<file path="config.mk">
export PLATFORM = sky130hd
export DESIGN_NAME = rect_blit_format_convert
export DESIGN_NICKNAME = d
export VERILOG_FILES = /design/src/rbfc_pkg.sv /design/src/rbfc_front.sv /design/src/rbfc_queue.sv /design/src/rbfc_back.sv /design/src/rect_blit_format_convert.sv
export SDC_FILE = /design/constraint.sdc
export NUM_CORES = 1
export LEC_CHECK = 0
export ABC_AREA = 1
export BUFFER_PORTS_ARGS = -buffer_cell sky130_fd_sc_hd__buf_4
export CORE_UTILIZATION = 48
export DETAILED_ROUTE_END_ITERATION = 8
export SLEW_MARGIN = 20
export SYNTH_ARGS = -nofsm -noshare
export SYNTH_HDL_FRONTEND = slang
export SYNTH_SLANG_ARGS = --single-unit
</file>
<file path="constraint.sdc">
create_clock -name clk -period 10.3 [get_ports clk]
set_input_delay 0 -clock clk [delete_from_list [all_inputs] [get_ports clk]]
set_output_delay 0 -clock clk [all_outputs]
set_load 0.03 [all_outputs]
</file>
<file path="src/rbfc_pkg.sv">
// Shared types, register codes and format helpers for the rectangle blit format converter.
package rbfc_pkg;

  localparam int OFFSET_W = 26;
  localparam int DIM_W    = 13;
  localparam int POS_W    = 12;
  localparam int FMT_W    = 3;
  localparam int IDX_W    = 4;

  localparam logic [IDX_W-1:0] REG_SRC_FORMAT  = 4'd0;
  localparam logic [IDX_W-1:0] REG_DST_FORMAT  = 4'd1;
  localparam logic [IDX_W-1:0] REG_DST_WIDTH   = 4'd2;
  localparam logic [IDX_W-1:0] REG_DST_HEIGHT  = 4'd3;
  localparam logic [IDX_W-1:0] REG_DST_COL     = 4'd4;
  localparam logic [IDX_W-1:0] REG_DST_ROW     = 4'd5;
  localparam logic [IDX_W-1:0] REG_RECT_WIDTH  = 4'd6;
  localparam logic [IDX_W-1:0] REG_RECT_HEIGHT = 4'd7;
  localparam logic [IDX_W-1:0] REG_COUNT       = 4'd8;

  localparam logic [FMT_W-1:0] FMT_GRAY  = 3'd1;
  localparam logic [FMT_W-1:0] FMT_GA    = 3'd2;
  localparam logic [FMT_W-1:0] FMT_RGB   = 3'd3;
  localparam logic [FMT_W-1:0] FMT_RGBA  = 3'd4;

  localparam logic [7:0] ALPHA_OPAQUE = 8'd255;
  // floor(n/3) == (n*683) >> 11 for every n below 2048.
  localparam logic [9:0] THIRD_MUL   = 10'd683;
  localparam int         THIRD_SHIFT = 11;

  typedef struct packed {
    logic [7:0] in_c0;
    logic [7:0] in_c1;
    logic [7:0] in_c2;
    logic [7:0] in_c3;
  } in_t;

  typedef struct packed {
    logic [OFFSET_W-1:0] dst_offset;
    logic [7:0]          out_c0;
    logic [7:0]          out_c1;
    logic [7:0]          out_c2;
    logic [7:0]          out_c3;
    logic [2:0]          byte_count;
    logic                last_pixel;
    logic                status;
  } out_t;

  typedef struct packed {
    logic [FMT_W-1:0] src_format;
    logic [FMT_W-1:0] dst_format;
    logic [DIM_W-1:0] dst_width;
    logic [DIM_W-1:0] dst_height;
    logic [POS_W-1:0] dst_col;
    logic [POS_W-1:0] dst_row;
    logic [DIM_W-1:0] rect_width;
    logic [DIM_W-1:0] rect_height;
  } cfg_t;

  // One classified pixel on its way from the front end to the converter.
  typedef struct packed {
    in_t                 pixel;
    logic [OFFSET_W-1:0] offset;
    logic                last;
    logic                ok;
  } item_t;

  function automatic logic [FMT_W-1:0] fmt_of(input logic [FMT_W-1:0] v);
    logic [FMT_W-1:0] f;
    if (v < FMT_GRAY) begin
      f = FMT_GRAY;
    end else if (v > FMT_RGBA) begin
      f = FMT_RGBA;
    end else begin
      f = v;
    end
    return f;
  endfunction

endpackage

</file>
<file path="src/rbfc_front.sv">
// Front end: walks the rectangle, tracks the destination offset and classifies each pixel.
module rbfc_front #(
  parameter int MAX_DIM = 4096
) (
  input  logic          clk,
  input  logic          rst,
  input  rbfc_pkg::cfg_t cfg,
  input  logic          restart,
  input  logic          accept,
  input  rbfc_pkg::in_t pixel,
  output rbfc_pkg::item_t item
);

  localparam int OW = rbfc_pkg::OFFSET_W;
  localparam int DW = rbfc_pkg::DIM_W;

  logic [DW-1:0] col_count, col_count_next;
  logic [DW-1:0] row_count, row_count_next;
  logic [OW-1:0] pixel_offset, pixel_offset_next;
  logic [OW-1:0] row_offset, row_offset_next;
  logic          need_start, need_start_next;

  logic [DW-1:0] walk_w, walk_h;
  logic [rbfc_pkg::FMT_W-1:0] df;
  logic [OW-1:0] start_offset, stride, cur_offset, cur_row;
  logic [OW-1:0] row_prod;
  logic          last, row_end, fits;
  logic [DW:0]   col_end, row_end_sum;

  function automatic logic [DW-1:0] walk_dim(input logic [DW-1:0] v);
    logic [DW-1:0] d;
    if (v == '0) begin
      d = DW'(1);
    end else if (32'(v) > MAX_DIM) begin
      d = DW'(MAX_DIM);
    end else begin
      d = v;
    end
    return d;
  endfunction

  always_comb begin
    walk_w = walk_dim(cfg.rect_width);
    walk_h = walk_dim(cfg.rect_height);
    df     = rbfc_pkg::fmt_of(cfg.dst_format);

    row_prod     = OW'(cfg.dst_row) * OW'(cfg.dst_width);
    start_offset = OW'((row_prod + OW'(cfg.dst_col)) * OW'(df));
    stride       = OW'(OW'(cfg.dst_width) * OW'(df));

    cur_offset = need_start ? start_offset : pixel_offset;
    cur_row    = need_start ? start_offset : row_offset;

    row_end = (col_count == walk_w - DW'(1));
    last    = row_end && (row_count == walk_h - DW'(1));

    col_end     = {1'b0, DW'(cfg.dst_col)} + {1'b0, cfg.rect_width};
    row_end_sum = {1'b0, DW'(cfg.dst_row)} + {1'b0, cfg.rect_height};
    fits = (cfg.rect_width != '0) && (cfg.rect_height != '0) &&
           (32'(cfg.dst_width) <= MAX_DIM) && (32'(cfg.dst_height) <= MAX_DIM) &&
           (col_end <= {1'b0, cfg.dst_width}) && (row_end_sum <= {1'b0, cfg.dst_height});

    item.pixel  = pixel;
    item.offset = cur_offset;
    item.last   = last;
    item.ok     = fits;
  end

  always_comb begin
    col_count_next    = col_count;
    row_count_next    = row_count;
    pixel_offset_next = pixel_offset;
    row_offset_next   = row_offset;
    need_start_next   = need_start;
    priority if (restart) begin
      col_count_next  = '0;
      row_count_next  = '0;
      need_start_next = 1'b1;
    end else if (accept) begin
      priority if (last) begin
        col_count_next  = '0;
        row_count_next  = '0;
        need_start_next = 1'b1;
      end else if (row_end) begin
        col_count_next    = '0;
        row_count_next    = row_count + DW'(1);
        row_offset_next   = cur_row + stride;
        pixel_offset_next = cur_row + stride;
        need_start_next   = 1'b0;
      end else begin
        col_count_next    = col_count + DW'(1);
        row_offset_next   = cur_row;
        pixel_offset_next = cur_offset + OW'(df);
        need_start_next   = 1'b0;
      end
    end
  end

  always_ff @(posedge clk) begin
    if (rst) begin
      col_count  <= '0;
      row_count  <= '0;
      need_start <= 1'b1;
    end else begin
      col_count  <= col_count_next;
      row_count  <= row_count_next;
      need_start <= need_start_next;
    end
    pixel_offset <= pixel_offset_next;
    row_offset   <= row_offset_next;
  end

endmodule

</file>
<file path="src/rbfc_queue.sv">
// Two-word queue between the front end and the converter.
module rbfc_queue (
  input  logic            clk,
  input  logic            rst,
  input  logic            wr_en,
  input  rbfc_pkg::item_t wr_item,
  output logic            full,
  input  logic            rd_en,
  output logic            rd_valid,
  output rbfc_pkg::item_t rd_item,
  output logic [1:0]      count
);

  rbfc_pkg::item_t mem [2];
  logic            wr_ptr, rd_ptr;

  assign full     = (count == 2'd2);
  assign rd_valid = (count != 2'd0);
  assign rd_item  = mem[rd_ptr];

  always_ff @(posedge clk) begin
    if (wr_en) begin
      mem[wr_ptr] <= wr_item;
    end
  end

  always_ff @(posedge clk) begin
    if (rst) begin
      wr_ptr <= 1'b0;
      rd_ptr <= 1'b0;
      count  <= 2'd0;
    end else begin
      if (wr_en) begin
        wr_ptr <= ~wr_ptr;
      end
      if (rd_en) begin
        rd_ptr <= ~rd_ptr;
      end
      count <= count + 2'(wr_en) - 2'(rd_en);
    end
  end

endmodule

</file>
<file path="src/rbfc_back.sv">
// Back end: converts the pixel format and holds the finished result word.
module rbfc_back (
  input  logic            clk,
  input  logic            rst,
  input  rbfc_pkg::cfg_t  cfg,
  input  logic            q_valid,
  input  rbfc_pkg::item_t q_item,
  output logic            q_pop,
  input  logic            pop,
  output logic            empty,
  output rbfc_pkg::out_t  result
);

  logic                 res_valid;
  rbfc_pkg::out_t       res_next;
  logic [rbfc_pkg::FMT_W-1:0] sf, df;
  logic [7:0]           r, g, b, a, gray;
  logic [9:0]           sum;
  logic [19:0]          scaled;
  logic [7:0]           o0, o1, o2, o3;

  assign empty = !res_valid;
  assign q_pop = q_valid && (!res_valid || pop);

  always_comb begin
    sf     = rbfc_pkg::fmt_of(cfg.src_format);
    df     = rbfc_pkg::fmt_of(cfg.dst_format);
    sum    = 10'(q_item.pixel.in_c0) + 10'(q_item.pixel.in_c1) + 10'(q_item.pixel.in_c2);
    scaled = 20'(sum) * 20'(rbfc_pkg::THIRD_MUL);
    if (sf <= rbfc_pkg::FMT_GA) begin
      r    = q_item.pixel.in_c0;
      g    = q_item.pixel.in_c0;
      b    = q_item.pixel.in_c0;
      gray = q_item.pixel.in_c0;
      a    = (sf == rbfc_pkg::FMT_GA) ? q_item.pixel.in_c1 : rbfc_pkg::ALPHA_OPAQUE;
    end else begin
      r    = q_item.pixel.in_c0;
      g    = q_item.pixel.in_c1;
      b    = q_item.pixel.in_c2;
      gray = scaled[rbfc_pkg::THIRD_SHIFT +: 8];
      a    = (sf == rbfc_pkg::FMT_RGBA) ? q_item.pixel.in_c3 : rbfc_pkg::ALPHA_OPAQUE;
    end
    o0 = '0;
    o1 = '0;
    o2 = '0;
    o3 = '0;
    priority if (df == rbfc_pkg::FMT_GRAY) begin
      o0 = gray;
    end else if (df == rbfc_pkg::FMT_GA) begin
      o0 = gray;
      o1 = a;
    end else begin
      o0 = r;
      o1 = g;
      o2 = b;
      if (df == rbfc_pkg::FMT_RGBA) begin
        o3 = a;
      end
    end
    // A rectangle that misses the frame reports only its position marks.
    res_next.dst_offset = q_item.ok ? q_item.offset : '0;
    res_next.out_c0     = q_item.ok ? o0 : '0;
    res_next.out_c1     = q_item.ok ? o1 : '0;
    res_next.out_c2     = q_item.ok ? o2 : '0;
    res_next.out_c3     = q_item.ok ? o3 : '0;
    res_next.byte_count = q_item.ok ? df : '0;
    res_next.last_pixel = q_item.last;
    res_next.status     = !q_item.ok;
  end

  always_ff @(posedge clk) begin
    if (rst) begin
      res_valid <= 1'b0;
    end else if (q_pop) begin
      res_valid <= 1'b1;
    end else if (pop) begin
      res_valid <= 1'b0;
    end
    if (q_pop) begin
      result <= res_next;
    end
  end

endmodule

</file>
<file path="src/rect_blit_format_convert.sv">
// Top level of the rectangle blit with pixel format conversion.
// Source pixels of one rectangle enter in raster order, one word per clock while full is
// low, and each yields one result word: its byte offset in the destination frame, the
// converted bytes and their count, a last-pixel mark and a fit status. The block sustains
// one pixel per clock while results are popped as they appear; that rate is set by the
// front end's running offset, which moves by the destination pixel size per column and by
// one precomputed row stride per row. A pixel that is taken is written into the two-word
// queue, and the converter then loads its result into the result register, which drives
// the output ports; full rises only when both the queue and the result register are
// occupied. Any write to a defined register restarts the walk at the rectangle's first
// pixel; write registers only while no pixel is in flight.
module rect_blit_format_convert #(
  parameter int MAX_DIM = 4096
) (
  input  logic                           clk,
  input  logic                           rst,
  input  logic                           push,
  output logic                           full,
  input  rbfc_pkg::in_t                  pixel,
  output logic                           empty,
  input  logic                           pop,
  output rbfc_pkg::out_t                 result,
  input  logic                           cfg_valid,
  output logic                           cfg_ready,
  input  logic [rbfc_pkg::IDX_W-1:0]     cfg_index,
  input  logic [rbfc_pkg::DIM_W-1:0]     cfg_data
);

  rbfc_pkg::cfg_t  cfg;
  rbfc_pkg::item_t front_item, q_item;
  logic            accept, restart, cfg_write, q_valid, q_pop;
  logic [1:0]      q_count;

  assign cfg_ready = 1'b1;
  assign cfg_write = cfg_valid && cfg_ready;
  assign restart   = cfg_write && (cfg_index < rbfc_pkg::REG_COUNT);
  assign accept    = push && !full;

  always_ff @(posedge clk) begin
    if (rst) begin
      cfg.src_format  <= rbfc_pkg::FMT_RGBA;
      cfg.dst_format  <= rbfc_pkg::FMT_RGBA;
      cfg.dst_width   <= rbfc_pkg::DIM_W'(1);
      cfg.dst_height  <= rbfc_pkg::DIM_W'(1);
      cfg.dst_col     <= '0;
      cfg.dst_row     <= '0;
      cfg.rect_width  <= rbfc_pkg::DIM_W'(1);
      cfg.rect_height <= rbfc_pkg::DIM_W'(1);
    end else if (cfg_write) begin
      unique case (cfg_index)
        rbfc_pkg::REG_SRC_FORMAT:  cfg.src_format  <= cfg_data[rbfc_pkg::FMT_W-1:0];
        rbfc_pkg::REG_DST_FORMAT:  cfg.dst_format  <= cfg_data[rbfc_pkg::FMT_W-1:0];
        rbfc_pkg::REG_DST_WIDTH:   cfg.dst_width   <= cfg_data;
        rbfc_pkg::REG_DST_HEIGHT:  cfg.dst_height  <= cfg_data;
        rbfc_pkg::REG_DST_COL:     cfg.dst_col     <= cfg_data[rbfc_pkg::POS_W-1:0];
        rbfc_pkg::REG_DST_ROW:     cfg.dst_row     <= cfg_data[rbfc_pkg::POS_W-1:0];
        rbfc_pkg::REG_RECT_WIDTH:  cfg.rect_width  <= cfg_data;
        rbfc_pkg::REG_RECT_HEIGHT: cfg.rect_height <= cfg_data;
        default: begin
        end
      endcase
    end
  end

  rbfc_front #(
    .MAX_DIM(MAX_DIM)
  ) u_front (
    .clk     (clk),
    .rst     (rst),
    .cfg     (cfg),
    .restart (restart),
    .accept  (accept),
    .pixel   (pixel),
    .item    (front_item)
  );

  rbfc_queue u_queue (
    .clk      (clk),
    .rst      (rst),
    .wr_en    (accept),
    .wr_item  (front_item),
    .full     (full),
    .rd_en    (q_pop),
    .rd_valid (q_valid),
    .rd_item  (q_item),
    .count    (q_count)
  );

  rbfc_back u_back (
    .clk     (clk),
    .rst     (rst),
    .cfg     (cfg),
    .q_valid (q_valid),
    .q_item  (q_item),
    .q_pop   (q_pop),
    .pop     (pop),
    .empty   (empty),
    .result  (result)
  );

  a_queue_bound: assert property (@(posedge clk) disable iff (rst)
    q_count != 2'd3)
    else $error("queue holds more than two words");

  a_error_word_clear: assert property (@(posedge clk) disable iff (rst)
    (!empty && result.status) |->
      (result.byte_count == 3'd0 && result.dst_offset == '0 && result.out_c0 == 8'd0))
    else $error("error word carries pixel data");

  a_ok_count: assert property (@(posedge clk) disable iff (rst)
    (!empty && !result.status) |->
      (result.byte_count != 3'd0 && result.byte_count <= rbfc_pkg::FMT_RGBA))
    else $error("good word has a bad byte count");

  a_queue_drains: assert property (@(posedge clk) disable iff (rst)
    (q_valid && empty) |=> !empty)
    else $error("waiting word not moved into an empty result register");

endmodule

</file>
# Word-level counts from Yosys, hierarchy flattened

Memory sizes are Yosys's and may differ from the RTL's. A register that Yosys moved wholly into a read port is not among the register bits.
Index checks and enable logic that the tools add are counted.

Flip-flop bits (word level): 229
Bits in writable memories: 120
Input port bits: 54
Output and inout bits: 66
Word-level logic and storage cells: 143
Memories: 1

Memories:

| name        | words | bits a word | rd ports | clocked after Yosys merged registers in | wr ports | line             | text |
|---|---|---|---|---|---|---|---|
| u_queue.mem | 2     | 60          | 1        | 1                                       | 1        | rbfc_queue.sv:14 | `rbfc_pkg::item_t mem [2];` |

Add/sub/neg operators: 13
$mul: 4
$lt $le $gt $ge: 12
Eq/ne operators: 15
Multiplexer cells: 32
Bitwise logic cells: 6
Reduce and logical (&&, ||, !) cells: 35

Operators with widths:

| kind                   | number |
|---|---|
| $mux 13                | 8 |
| $mux 26                | 4 |
| $mux 8                 | 9 |
| $add 12x13->14         | 2 |
| $le 14x13->1           | 2 |
| $add 13x1->13 const B  | 2 |
| $add 25x12->26         | 1 |
| $add 26x16->26         | 1 |
| $add 26x3->26          | 1 |
| $eq 13x13->1           | 2 |
| $gt 13x13->1 const B   | 2 |
| $le 13x13->1 const B   | 2 |
| $logic_not 13->1       | 2 |
| $mul 26x3->26          | 1 |
| $reduce_bool 13->1     | 2 |
| $sub 13x1->13 const B  | 2 |
| $mul 12x13->25         | 1 |
| $mul 10x10->19 const B | 1 |
| $reduce_and 2->1       | 9 |
| $eq 4x3->1 const B     | 4 |
| $mul 13x3->16          | 1 |
| $mux 3                 | 4 |
| $add 10x8->10          | 1 |
| $add 8x8->9            | 1 |
| 23 further kinds       | 52 |

# Longest topological paths before layout

Gate-level depths: netlist (run 1).

Word-level depth: 8
Mapped depth: 49
Mapped depth without buffers: 47

# By module

From an unflattened synthesis (run 1), not the netlist that was laid out.

Cells, all modules: 3995
Area, all modules: 31352.6 um^2

Modules (own cells, without submodules):

| module                   | instances | cells an instance | area an instance (um^2) | sequential area each (um^2) |
|---|---|---|---|---|
| rbfc_front               | 1         | 2694              | 17913.4                 | 2102.0 |
| rbfc_back                | 1         | 608               | 5281.3                  | 1911.8 |
| rbfc_queue               | 1         | 218               | 4859.7                  | 3703.6 |
| rect_blit_format_convert | 1         | 475               | 3298.2                  | 1641.6 |

# Least setup slack after synthesis (run 1)

Ideal clock, no wire load.

Kind: reg2reg
From: reg, netlist name cfg[70]
To: reg u_front.pixel_offset[25], data pin
Library setup time: 0.255 ns
Arrival time: 8.278 ns
Data required time: 10.045 ns
Slack: 1.768 ns
Stages on the path, launching flop included: 47
Buffers on the path: 2
Period minus slack after synthesis: 8.532 ns
Path through: dfxtp_1 > clkbuf_1 > clkbuf_1 > nand2_1 > fa_1 > fa_1 > fa_1 > inv_1 > fa_1 > inv_1 > fa_1 > inv_1 > ha_1 > nand2_1 > inv_1 > nand2_1 > nand2_1 > a31oi_1 > [11 not listed] > nand2_1 > inv_1 > fa_1 > inv_1 > ha_1 > nand2_1 > nor2_1 > nand4_1 > o21ai_0 > nand3_1 > nand2_1 > inv_1 > nor2_1 > nand2_1 > inv_1 > nand2_1 > nand3_1 > nand2_1

Word-level cells in the longest chain between the ends: 6
Elaborated cells between the ends (all ways): 9
Those cells by class: add/sub (3); mul (3); mux (3)

Ends and longest elaborated chain:

| item                                            | line                               | text |
|---|---|---|
| $mul 12x13->25                                  | rbfc_front.sv:47                   | `row_prod = OW'(cfg.dst_row) * OW'(cfg.dst_width);` |
| $add 25x12->26                                  | rbfc_front.sv:48                   | `start_offset = OW'((row_prod + OW'(cfg.dst_col)) * OW'(df));` |
| $mul 26x3->26                                   | rbfc_front.sv:48                   |  |
| $mux 26, on equally long branches               | rbfc_front.sv:51, rbfc_front.sv:52 |  |
| $add 26x3->26 or $add 26x16->26 (tied branches) | rbfc_front.sv:93, rbfc_front.sv:88 |  |
| $mux 26 (*)                                     | rbfc_front.sv:84                   | `end else if (row_end) begin` |
| end signal, assigned                            | rbfc_front.sv:109                  | `pixel_offset <= pixel_offset_next;` |
| end, declared                                   | rbfc_front.sv:19                   | `logic [OW-1:0] pixel_offset, pixel_offset_next;` |

Every way passes the cells marked *; elsewhere a longest branch is shown, timed or not.
A chain may end at the register's enable or synchronous reset.

# Worst setup path after layout (run 1)

From: reg, netlist name cfg[70]
To: reg u_front.pixel_offset[25], data pin

Word-level cells in the longest chain between the ends: 6
Elaborated cells between the ends (all ways): 9
Those cells by class: add/sub (3); mul (3); mux (3)

Ends and longest elaborated chain:

| item                                            | line |
|---|---|
| $mul 12x13->25                                  | rbfc_front.sv:47 |
| $add 25x12->26                                  | rbfc_front.sv:48 |
| $mul 26x3->26                                   | rbfc_front.sv:48 |
| $mux 26, on equally long branches               | rbfc_front.sv:51, rbfc_front.sv:52 |
| $add 26x3->26 or $add 26x16->26 (tied branches) | rbfc_front.sv:93, rbfc_front.sv:88 |
| $mux 26 (*)                                     | rbfc_front.sv:84 |

Marked as above.

==> results.py, run 1 <==
metrics = {
    "floorplan": {
        "num_rows": 91,
        "die-area_um2": 63300,
        "core_area_um2": 61600,
        "die_w_um": 252,
        "start_util_pct": 48.5,
        "die_y_um": 252,
        "io_pins": 120,
    },
    "worst_setup_path": {
        "worstPathArrival_ns": 9.66,
        "end_kind": "flop",
        "start_kind": "flop",
        "r2r_cells": 44,
        "required_ns": 10.60,
        "path_class": "flop to flop",
        "crit_path_top_delay_cell": "dfxtp_1",
        "cp_common_cell": "nand2_1",
        "cp_max_fo": 17,
        "r2r_end": "u_front.pixel_offset[25]$_DFFE_PP_",
        "cp-endpoint": "u_front.pixel_offset[25]$_DFFE_PP_",
        "startpoint": "cfg[70]$_SDFFE_PP0P_",
        "r2r-start": "cfg[70]$_SDFFE_PP0P_",
        "r2r_setup_slack_ns": 0.94,
        "slowest_delay_ns": 0.78,
    },
    "finish": {
        "multiInputGateArea_um2": 17500,
        "layout-drive-gt1-share_pct": 6.54,
        "antennaDiodeCount": 0,
        "seq_area_um2": 9360,
        "nNetsFinal": 4466,
        "num-fill-cells": 5971,
        "synthToLayoutAreaGrowth_pct": 11.8,
    },
    "logic_synthesis": {
        "synth_cell_types": 53,
        "synth_nets": 4342,
        "postSynthAreaPerCell_um2": 7.78,
        "synth_flop_cell": "edfxtp_1",
        "synth_xor_area_share_pct": 3.46,
        "synth_top_family_by_area": "adder cells",
        "synth-edff-count": 235,
        "synthAdderAreaFrac_pct": 23.7,
        "netlist_instances": 3841,
        "muxShareOfSynthArea_pct": 0.167,
        "synth_compound_area_share_pct": 8.39,
        "yosysWarnings": 0,
        "async_flop_share_pct": 0,
        "ys_seq_area_share_pct": 31.3,
        "synth-simple-area-share_pct": 22.8,
        "syn_area_um2": 29900,
        "ys_ff_latch": 350,
    },
    "clocking": {
        "clock_sinks": 350,
        "clk_pin_slew_ns": 0.06,
        "root_buffer": "clkbuf_16",
        "clk_latency_ns": 0.56,
        "cts_setup_buffers": 0,
        "htree_levels": 2,
        "cts_tree": "yes",
        "cts_made_buffers": 40,
        "clockBufferDepth": 3,
    },
    "sta": {
        "tightest_slew_ns": 1.02,
        "maxSlewHeadroom_pct": 31.7,
        "final-hold-violation-count": 0,
        "layout_min_cycle_time_ns": 9.36,
        "fin_crit_sh_pct": 90.9,
        "fmax_mhz": 107,
        "setup-tns-final_ns": 0,
        "rsz0062_at_grt": "no",
        "slew_viol_final": 0,
        "fin_ws_ns": 0.936,
        "hold_slack_ns": 0.0873,
        "clock-skew-final_ns": 0.0256,
        "setup-violations-final": 0,
    },
    "route": {
        "drtAntennaViolNets": 0,
        "initialDrtViolationCount": 1590,
        "avgRoutedWirePerCell_um": 15.9,
        "drc_errors": 0,
        "vias": 24600,
        "drtPass1Iterations": 5,
        "routed_wl_um": 76800,
        "vias_per_cell": 5.09,
    },
    "place": {
        "numPortBuffers": 118,
        "hpwlAfterDp_um": 59100,
        "post-place-ws_ns": 0.999,
        "routabilityCongestion": 0.920,
    },
    "hold_path": {
        "min-delay-start": "cfg_index[3]",
        "hold_path.class": "input pin to flop",
    },
    "grt": {
        "grt_pass1_wl_um": 126000,
        "antenna_found_initial": 0,
        "grt_pass1_vias": 24000,
        "grt_overflow": 0,
        "grt_max_degree": 85,
        "grt_usage_pct": 24.9,
    },
    "job": {
        "max_cap_violations": 0,
    },
    "status": {
        "run_status": "completed",
    },
}
cell type report:
class | count | area share (%)
Clock inverter | 16 | 0.536
Multi-Input combinational cell | 2687 | 52.4
Inverter | 691 | 7.76
Timing Repair Buffer | 195 | 4.76
Clock buffer | 54 | 3.37
Tap cell | 837 | 3.13
Sequential cell | 350 | 28.0
routing by layer:
| metal | global-route usage, % | wire [um] | share of wire [%] | vias to the layer above |
|---|---|---|---|---|
| met4 | 6.45 | 1560 | 2.0 | 0 |
| li1 | - | - | - | 12400 |
| met3 | 3.06 | 4550 | 5.9 | 101 |
| met5 | 0 | 0 | 0 | - |
| met2 | 40.5 | 34800 | 45 | 600 |
| met1 | 35.1 | 35900 | 47 | 11400 |
worst min path at each step:
| stage | cells after the start | end |
|---|---|---|
| floorplan | 1 | u_queue.count[0]$_SDFF_PP0_ |
| global placement | 1 | u_queue.mem[1][44]$_DFFE_PP_ |
| detailed placement | 1 | u_queue.mem[1][44]$_DFFE_PP_ |
| CTS | 6 | cfg[39]$_SDFFE_PP0P_ |
| global route | 6 | cfg[39]$_SDFFE_PP0P_ |
| finish | 6 | cfg[41]$_SDFFE_PP0P_ |
cell usage after synthesis, types with 9 or more instances:
master	instances	area, um^2
inv_1	686	2570
nand3_1	173	866
a31oi_1	17	106
o21ai_0	207	1040
buf_2	11	55.1
buf_1	9	33.8
nor3_1	15	75.1
nand3b_1	23	173
nand4_1	40	250
xnor2_1	36	315
o211ai_1	9	67.6
clkbuf_1	88	330
fa_1	197	3940
a21oi_1	191	956
xor2_1	82	718
nor2_1	258	968
edfxtp_1	235	7060
nand2_1	1075	4040
dfxtp_1	115	2300
o21ai_1	9	45.0
o21bai_1	11	82.6
ha_1	250	3130
or2_2	20	125
logic make-up after synthesis:
group	Yosys count
buffers and inverters	804
and+or+nand+nor	1645
DFF	350
xor gates and xnor gates	118
other	1
muxes	5
adders and majority gates	447
AOI/OAI and AO/OA	471
placed cells by master, fill, tap and decap left out, types with 40 or more instances in the layout:
cell type	count
a21oi_1	190
buf_4	144
clkbuf_16	42
dfxtp_1	114
dlygate4sd3_1	51
edfxtp_1	235
fa_1	197
ha_1	250
inv_1	684
nand2_1	1075
nand3_1	173
nand4_1	40
nor2_1	253
o21ai_0	207
xor2_1	82
worst max-delay path, delay by kind of cell (launching register included):
kind | cells | cell delay (ns)
adders and majority gates | 10 | 4.59
and+or+nand+nor | 19 | 1.94
buffers and inverters | 9 | 0.48
DFF | 1 | 0.78
AOI/OAI and AO/OA | 5 | 1.11
xor gates and xnor gates | 1 | 0.21
stage by stage:
stage	std cells	util (%)	cell area [um^2]
6_report	4830	54.2	33400
5_1_grt	4830	54.2	33400
4_1_cts	4830	54.2	33400
3_5_place_dp	4709	51.3	31600
3_3_place_gp	4709	51.3	31600
2_1_floorplan	3841	-	29900
what timing repair did:
item | CTS | global route
hold buffers | 51 | 0
endpoints found under the hold margin | 151 | 0
gates resized for setup | 0 | 0
registers in the layout, summed over array words and instances, names as in the netlist, 2 cells and up, named ones only:
| name | cells |
|---|---|
| u_front.col_count | 13 |
| cfg | 82 |
| u_back.result | 63 |
| u_front.pixel_offset | 26 |
| u_front.row_count | 13 |
| u_queue.mem | 120 |
| u_front.row_offset | 26 |
| u_queue.count | 2 |
Power of run 1 is left out: the tool's default activity adds up to more than one toggle a clock period on the data nets, which glitch-free logic cannot reach.
==> inputs of run 2 (changes only) <==
- SYNTH_HIERARCHICAL: default -> 1
==> run 2 against run 1 <==
Net effect:
- synthesized area up 4.9%
- via count up 1.6%
- worst setup slack better by 0.062 ns
- fmax up 0.66%
- clock skew down 0.00098 ns
- wire length up 1.9%
- utilization down 0.56 points
==> results.py, run 2 <==
metrics = {
    "grt": {
        "antenna_found_initial": 0,
        "grt_max_degree": 83,
        "grt_pass1_vias": 24000,
        "grt_usage_pct": 24.0,
        "grt_overflow": 0,
        "grt_pass1_wl_um": 128000,
    },
    "worst_setup_path": {
        "crit_path_top_delay_cell": "dfxtp_1",
        "critPathTopFamily": "adder cells",
        "r2r_setup_slack_ns": 1.0,
        "worstPathArrival_ns": 9.60,
        "r2r-start": "cfg[70]$_SDFFE_PP0P_",
        "crit_buf_inv": 6,
        "cp_common_cell": "nand2_1",
        "r2r_end": "u_front/pixel_offset[25]$_DFFE_PP_",
        "r2r_cells": 42,
        "slowest_delay_ns": 0.83,
        "crit_cells": 42,
        "required_ns": 10.60,
        "start_kind": "flop",
        "end_kind": "flop",
        "cp_max_fo": 17,
        "path_class": "flop to flop",
    },
    "route": {
        "routed_wl_um": 78200,
        "drtAntennaViolNets": 0,
        "drc_errors": 0,
        "vias_per_cell": 5.01,
        "vias": 24900,
        "met2WireLength_um": 34900,
        "wirelength_met1_um": 38000,
        "drtPass1Iterations": 6,
        "initialDrtViolationCount": 1591,
        "top_layer_used": "met4",
        "avgRoutedWirePerCell_um": 15.7,
        "wl_met3_um": 3890,
    },
    "logic_synthesis": {
        "ys_ff_latch": 350,
        "syn_area_um2": 31400,
        "synth_nets": 4493,
        "ys_seq_area_share_pct": 29.9,
        "synth_top_area_share_pct": 22.5,
        "synth_cell_types": 56,
        "synth-edff-count": 235,
        "synth_area_leaders": "edfxtp_1 (23%), nand2_1 (14%), fa_1 (13%)",
        "netlist_instances": 3995,
        "yosysWarnings": 6,
        "synth_top_cell_by_area": "edfxtp_1",
        "postSynthAreaPerCell_um2": 7.85,
        "synth_most_common_cell": "nand2_1",
        "synth_flop_cell": "edfxtp_1",
        "synthTopCellsByCount": "nand2_1 (1,161), inv_1 (729), nor2_1 (317), ha_1 (241), edfxtp_1 (235)",
        "async_flop_share_pct": 0,
    },
    "finish": {
        "final_cell_mix": "nand2_1 (1,161), inv_1 (728), nor2_1 (314)",
        "synthToLayoutAreaGrowth_pct": 10.4,
        "largest_reg_flops": 120,
        "top_register": "u_queue/mem",
        "reg_top3": "u_queue/mem (120), cfg (82), u_back/result (63)",
        "final_common_cell": "nand2_1",
        "nNetsFinal": 4591,
        "layout-drive-gt1-share_pct": 8.78,
        "num-fill-cells": 6253,
        "antennaDiodeCount": 0,
    },
    "clocking": {
        "clk_pin_slew_ns": 0.06,
        "clockBufferDepth": 3,
        "cts_made_buffers": 41,
        "htree_levels": 2,
        "clk_latency_ns": 0.56,
        "root_buffer": "clkbuf_16",
        "clock_sinks": 350,
        "cts_tree": "yes",
    },
    "sta": {
        "layout_min_cycle_time_ns": 9.30,
        "fin_crit_sh_pct": 90.3,
        "setup-tns-final_ns": 0,
        "maxSlewHeadroom_pct": 36.6,
        "final-hold-violation-count": 0,
        "slew_viol_final": 0,
        "setup-violations-final": 0,
        "fmax_mhz": 108,
        "rsz0062_at_grt": "no",
        "tightest_slew_ns": 0.948,
        "clock-skew-final_ns": 0.0246,
    },
    "status": {
        "run_status": "completed",
    },
    "hold_path": {
        "min-delay-start": "cfg_data[5]",
        "hold_path_end": "cfg[5]$_SDFFE_PP0P_",
        "hold_path.class": "input pin to flop",
        "whs_path_depth": 5,
    },
    "floorplan": {
        "num_rows": 93,
        "io_pins": 120,
        "start_util_pct": 48.6,
        "core_area_um2": 64500,
        "die_w_um": 258,
        "die_y_um": 258,
        "die-area_um2": 66300,
    },
    "place": {
        "numPortBuffers": 118,
        "hpwlAfterDp_um": 60000,
        "routabilityCongestion": 0.907,
    },
    "job": {
        "max_cap_violations": 0,
    },
}
## run 2: changes by cell type in the layout (fill, tap and decap cells not counted), sizes merged, moves of 13 or more
| cell | change |
|---|---|
| dlygate4sd3 | +13 |
| mux2 | +60 |
| a21oi | -55 |
| o21ai | -101 |
| xor2 | -21 |
| inv | +54 |
| nand2 | +89 |
| nor2 | +82 |
| nand4 | +19 |
## run 2: what timing repair did
action,4_1_cts,5_1_grt
hold endpoints to repair,144,0
hold buffers,64,0
setup buffers,0,0
setup endpoints to repair,0,4
resized for setup,0,1
## run 2: stage by stage
| stage | hold slack (ns) | cell area, um^2 | worst slack, ns | std cells | utilization (%) |
|---|---|---|---|---|---|
| 4_1_cts | 0.00887 | 34600 | 0.941 | 4976 | 53.6 |
| 2_1_floorplan | 0.0691 | 31400 | 1.86 | 3995 | - |
| 3_3_place_gp | 0.185 | 32600 | 1.11 | 4840 | 50.5 |
| 6_report | 0.0278 | 34600 | 0.998 | 4977 | 53.7 |
| 3_5_place_dp | 0.191 | 32600 | 0.965 | 4840 | 50.5 |
| 5_1_grt | 0.0409 | 34600 | 0.0503 | 4977 | 53.7 |
## run 2: layout make-up
class                           count  area [um^2]  share of cell area [%]
Multi-Input combinational cell   2752        18300                    52.9
Sequential cell                   350         9360                    27.1
Inverter                          746         2800                    8.10
Timing Repair Buffer              202         1690                    4.88
Clock buffer                       51         1160                    3.34
Tap cell                          855         1070                    3.09
Clock inverter                     21          219                   0.633
## run 2: cells by family after synthesis
| group | count (synthesis) | synth area share, % |
|---|---|---|
| other cells | 1 | 0.0120 |
| flops | 350 | 29.9 |
| buf+inv | 893 | 11.9 |
| compound gates | 309 | 5.45 |
| simple gates | 1837 | 24.4 |
| xor+xnor | 101 | 2.91 |
| fa+ha+maj | 444 | 22.6 |
| mux | 60 | 2.87 |
## run 2: layer usage
layer / up-vias / global-route usage [%]
met5: - / 0
met4: 0 / 5.34
met3: 90 / 2.87
met2: 566 / 38.5
met1: 11600 / 34.6
li1: 12700 / -
## run 2: how the worst max path moves through the flow
stage,start,end,slack (ns)
5_1_grt,cfg[70]$_SDFFE_PP0P_,u_front/row_offset[23]$_DFFE_PP_,0.05
4_1_cts,cfg[69]$_SDFFE_PP0P_,u_front/pixel_offset[25]$_DFFE_PP_,0.94
6_report,cfg[70]$_SDFFE_PP0P_,u_front/pixel_offset[25]$_DFFE_PP_,1.0
2_1_floorplan,cfg[70]$_SDFFE_PP0P_,u_front/pixel_offset[25]$_DFFE_PP_,1.86
3_3_place_gp,cfg[27]$_SDFFE_PP0P_,u_front/pixel_offset[25]$_DFFE_PP_,1.11
3_5_place_dp,cfg[69]$_SDFFE_PP0P_,u_front/row_offset[24]$_DFFE_PP_,0.96
## run 2: worst min-delay path, stage by stage
cell and delay (ns):
buf_4 0.08, inv_1 0.21, nand2_1 0.14, nand2_1 0.04, nor2_1 0.07
Power of run 2 is left out for the same reason.
==> inputs of run 3 (changes only) <==
- CORE_MARGIN: default -> 2
==> run 3 against run 2 <==
Net effect:
- register-to-register slack better by 0.06 ns
- critical path type unchanged
- first-iteration DRC count is 3.6% higher
- hold slack better by 0.081 ns
- final cell count grew 0.12%
- global-route usage is 0.39 points lower
- critical path depth down 2
- flip-flop and latch count did not move
- die area increased by 1.6%
- utilization is essentially flat
==> results.py, run 3 (synthesis gave the netlist of run 2 again) <==
metrics = {
    "finish": {
        "final_cell_mix": "nand2_1 (1,161), inv_1 (728), nor2_1 (314)",
        "multiInputGateArea_um2": 18300,
        "num-fill-cells": 6284,
        "nNetsFinal": 4594,
        "final_util_pct": 53.7,
        "final_common_cell": "nand2_1",
        "reg_top3": "u_queue/mem (120), cfg (82), u_back/result (63)",
        "layout-drive-gt1-share_pct": 8.80,
        "seq_area_um2": 9360,
        "finalNonFillerCells": 4983,
        "synthToLayoutAreaGrowth_pct": 10.4,
        "design_area_um2": 34600,
        "top_register": "u_queue/mem",
        "largest_reg_flops": 120,
    },
    "place": {
        "placed_area_um2": 32600,
        "dp_cells": 4842,
        "numPortBuffers": 118,
        "hpwlAfterDp_um": 60400,
        "routabilityCongestion": 0.912,
    },
    "floorplan": {
        "start_util_pct": 48.6,
        "die-area_um2": 67400,
        "die_y_um": 260,
        "die_w_um": 260,
        "num_rows": 93,
        "core_area_um2": 64500,
        "io_pins": 120,
    },
    "worst_setup_path": {
        "crit_path_top_delay_cell": "dfxtp_1",
        "end_kind": "flop",
        "startpoint": "cfg[67]$_SDFFE_PP0P_",
        "r2r_setup_slack_ns": 1.06,
        "cp_common_cell": "nand2_1",
        "r2r_end": "u_front/row_offset[24]$_DFFE_PP_",
        "required_ns": 10.59,
        "start_kind": "flop",
        "r2r-start": "cfg[67]$_SDFFE_PP0P_",
        "slowest_delay_ns": 0.76,
        "cp-endpoint": "u_front/row_offset[24]$_DFFE_PP_",
        "path_class": "flop to flop",
        "worstPathArrival_ns": 9.53,
        "cp_max_fo": 17,
        "r2r_cells": 40,
    },
    "grt": {
        "antenna_found_initial": 1,
        "grt_pass1_vias": 24100,
        "grt_pass1_wl_um": 127000,
        "grt_overflow": 0,
        "grt_max_degree": 83,
        "grt_usage_pct": 23.6,
    },
    "clocking": {
        "root_buffer": "clkbuf_16",
        "clk_pin_slew_ns": 0.06,
        "clockBufferDepth": 3,
        "cts_tree": "yes",
        "htree_levels": 2,
        "clk_latency_ns": 0.57,
        "cts_made_buffers": 42,
        "cts_setup_buffers": 0,
        "clock_sinks": 350,
    },
    "route": {
        "initialDrtViolationCount": 1648,
        "vias_per_cell": 5.05,
        "drtAntennaViolNets": 0,
        "vias": 25100,
        "drtPass1Iterations": 6,
        "routed_wl_um": 78600,
        "avgRoutedWirePerCell_um": 15.8,
        "drc_errors": 0,
    },
    "sta": {
        "fin_crit_sh_pct": 89.7,
        "layout_min_cycle_time_ns": 9.24,
        "setup-tns-final_ns": 0,
        "final-hold-violation-count": 0,
        "clock-skew-final_ns": 0.0362,
        "tightest_slew_ns": 1.02,
        "fmax_mhz": 108,
        "setup-violations-final": 0,
        "maxSlewHeadroom_pct": 31.5,
        "rsz0062_at_grt": "no",
        "slew_viol_final": 0,
    },
    "job": {
        "max_cap_violations": 0,
    },
    "hold_path": {
        "hold_path.class": "input pin to flop",
    },
    "status": {
        "run_status": "completed",
    },
}
==> run 3: worst max-delay path, delay by kind of cell, from the launching register on <==
kind / cells / cell delay (ns)
adder cells (fa/ha/maj): 10 / 4.02
buffers and inverters: 7 / 0.43
AND/OR/NAND/NOR: 15 / 1.97
flip-flops: 1 / 0.76
XOR/XNOR: 2 / 0.40
AO/OA/AOI/OAI: 6 / 1.38
==> run 3: stage by stage <==
stage	worst slack [ns]	hold WS [ns]
after floorplan	1.86	0.0691
after global placement	1.15	0.186
after detailed placement	0.922	0.189
after CTS	0.893	0.0761
after global routing	0.168	0.139
final	1.06	0.109
==> run 3: metal layers <==
metal,GRT usage (%),wire length (um)
met1,34.0,37700
met2,37.4,34600
met3,2.84,4230
met4,6.53,2040
met5,0,0
==> run 3: worst min-delay path by stage <==
stage | to | depth (start not counted) | startpoint
after global routing | u_queue/wr_ptr$_SDFFE_PP0P_ | 6 | push
after floorplan | u_back/res_valid$_SDFFE_PP0P_ | 1 | rst
final | u_queue/wr_ptr$_SDFFE_PP0P_ | 6 | push
after detailed placement | u_queue/mem[0][52]$_DFFE_PP_ | 1 | pixel[24]
after global placement | u_queue/mem[0][47]$_DFFE_PP_ | 1 | pixel[19]
after CTS | u_queue/wr_ptr$_SDFFE_PP0P_ | 6 | push
==> run 3: final cells by class <==
| class | count | share of cell area, % |
|---|---|---|
| Sequential cell | 350 | 27.1 |
| Antenna cell | 1 | 0.00723 |
| Tap cell | 855 | 3.09 |
| Inverter | 746 | 8.10 |
| Clock buffer | 53 | 3.30 |
| Timing Repair Buffer | 204 | 4.92 |
| Clock inverter | 22 | 0.640 |
| Multi-Input combinational cell | 2752 | 52.9 |
==> run 3: what timing repair did <==
| action | CTS | global route |
|---|---|---|
| endpoints found under the hold margin | 156 | 0 |
| gates resized for setup | 0 | 1 |
| hold buffers | 64 | 0 |
| setup endpoints to repair | 0 | 3 |
Power of run 3 is left out for the same reason.
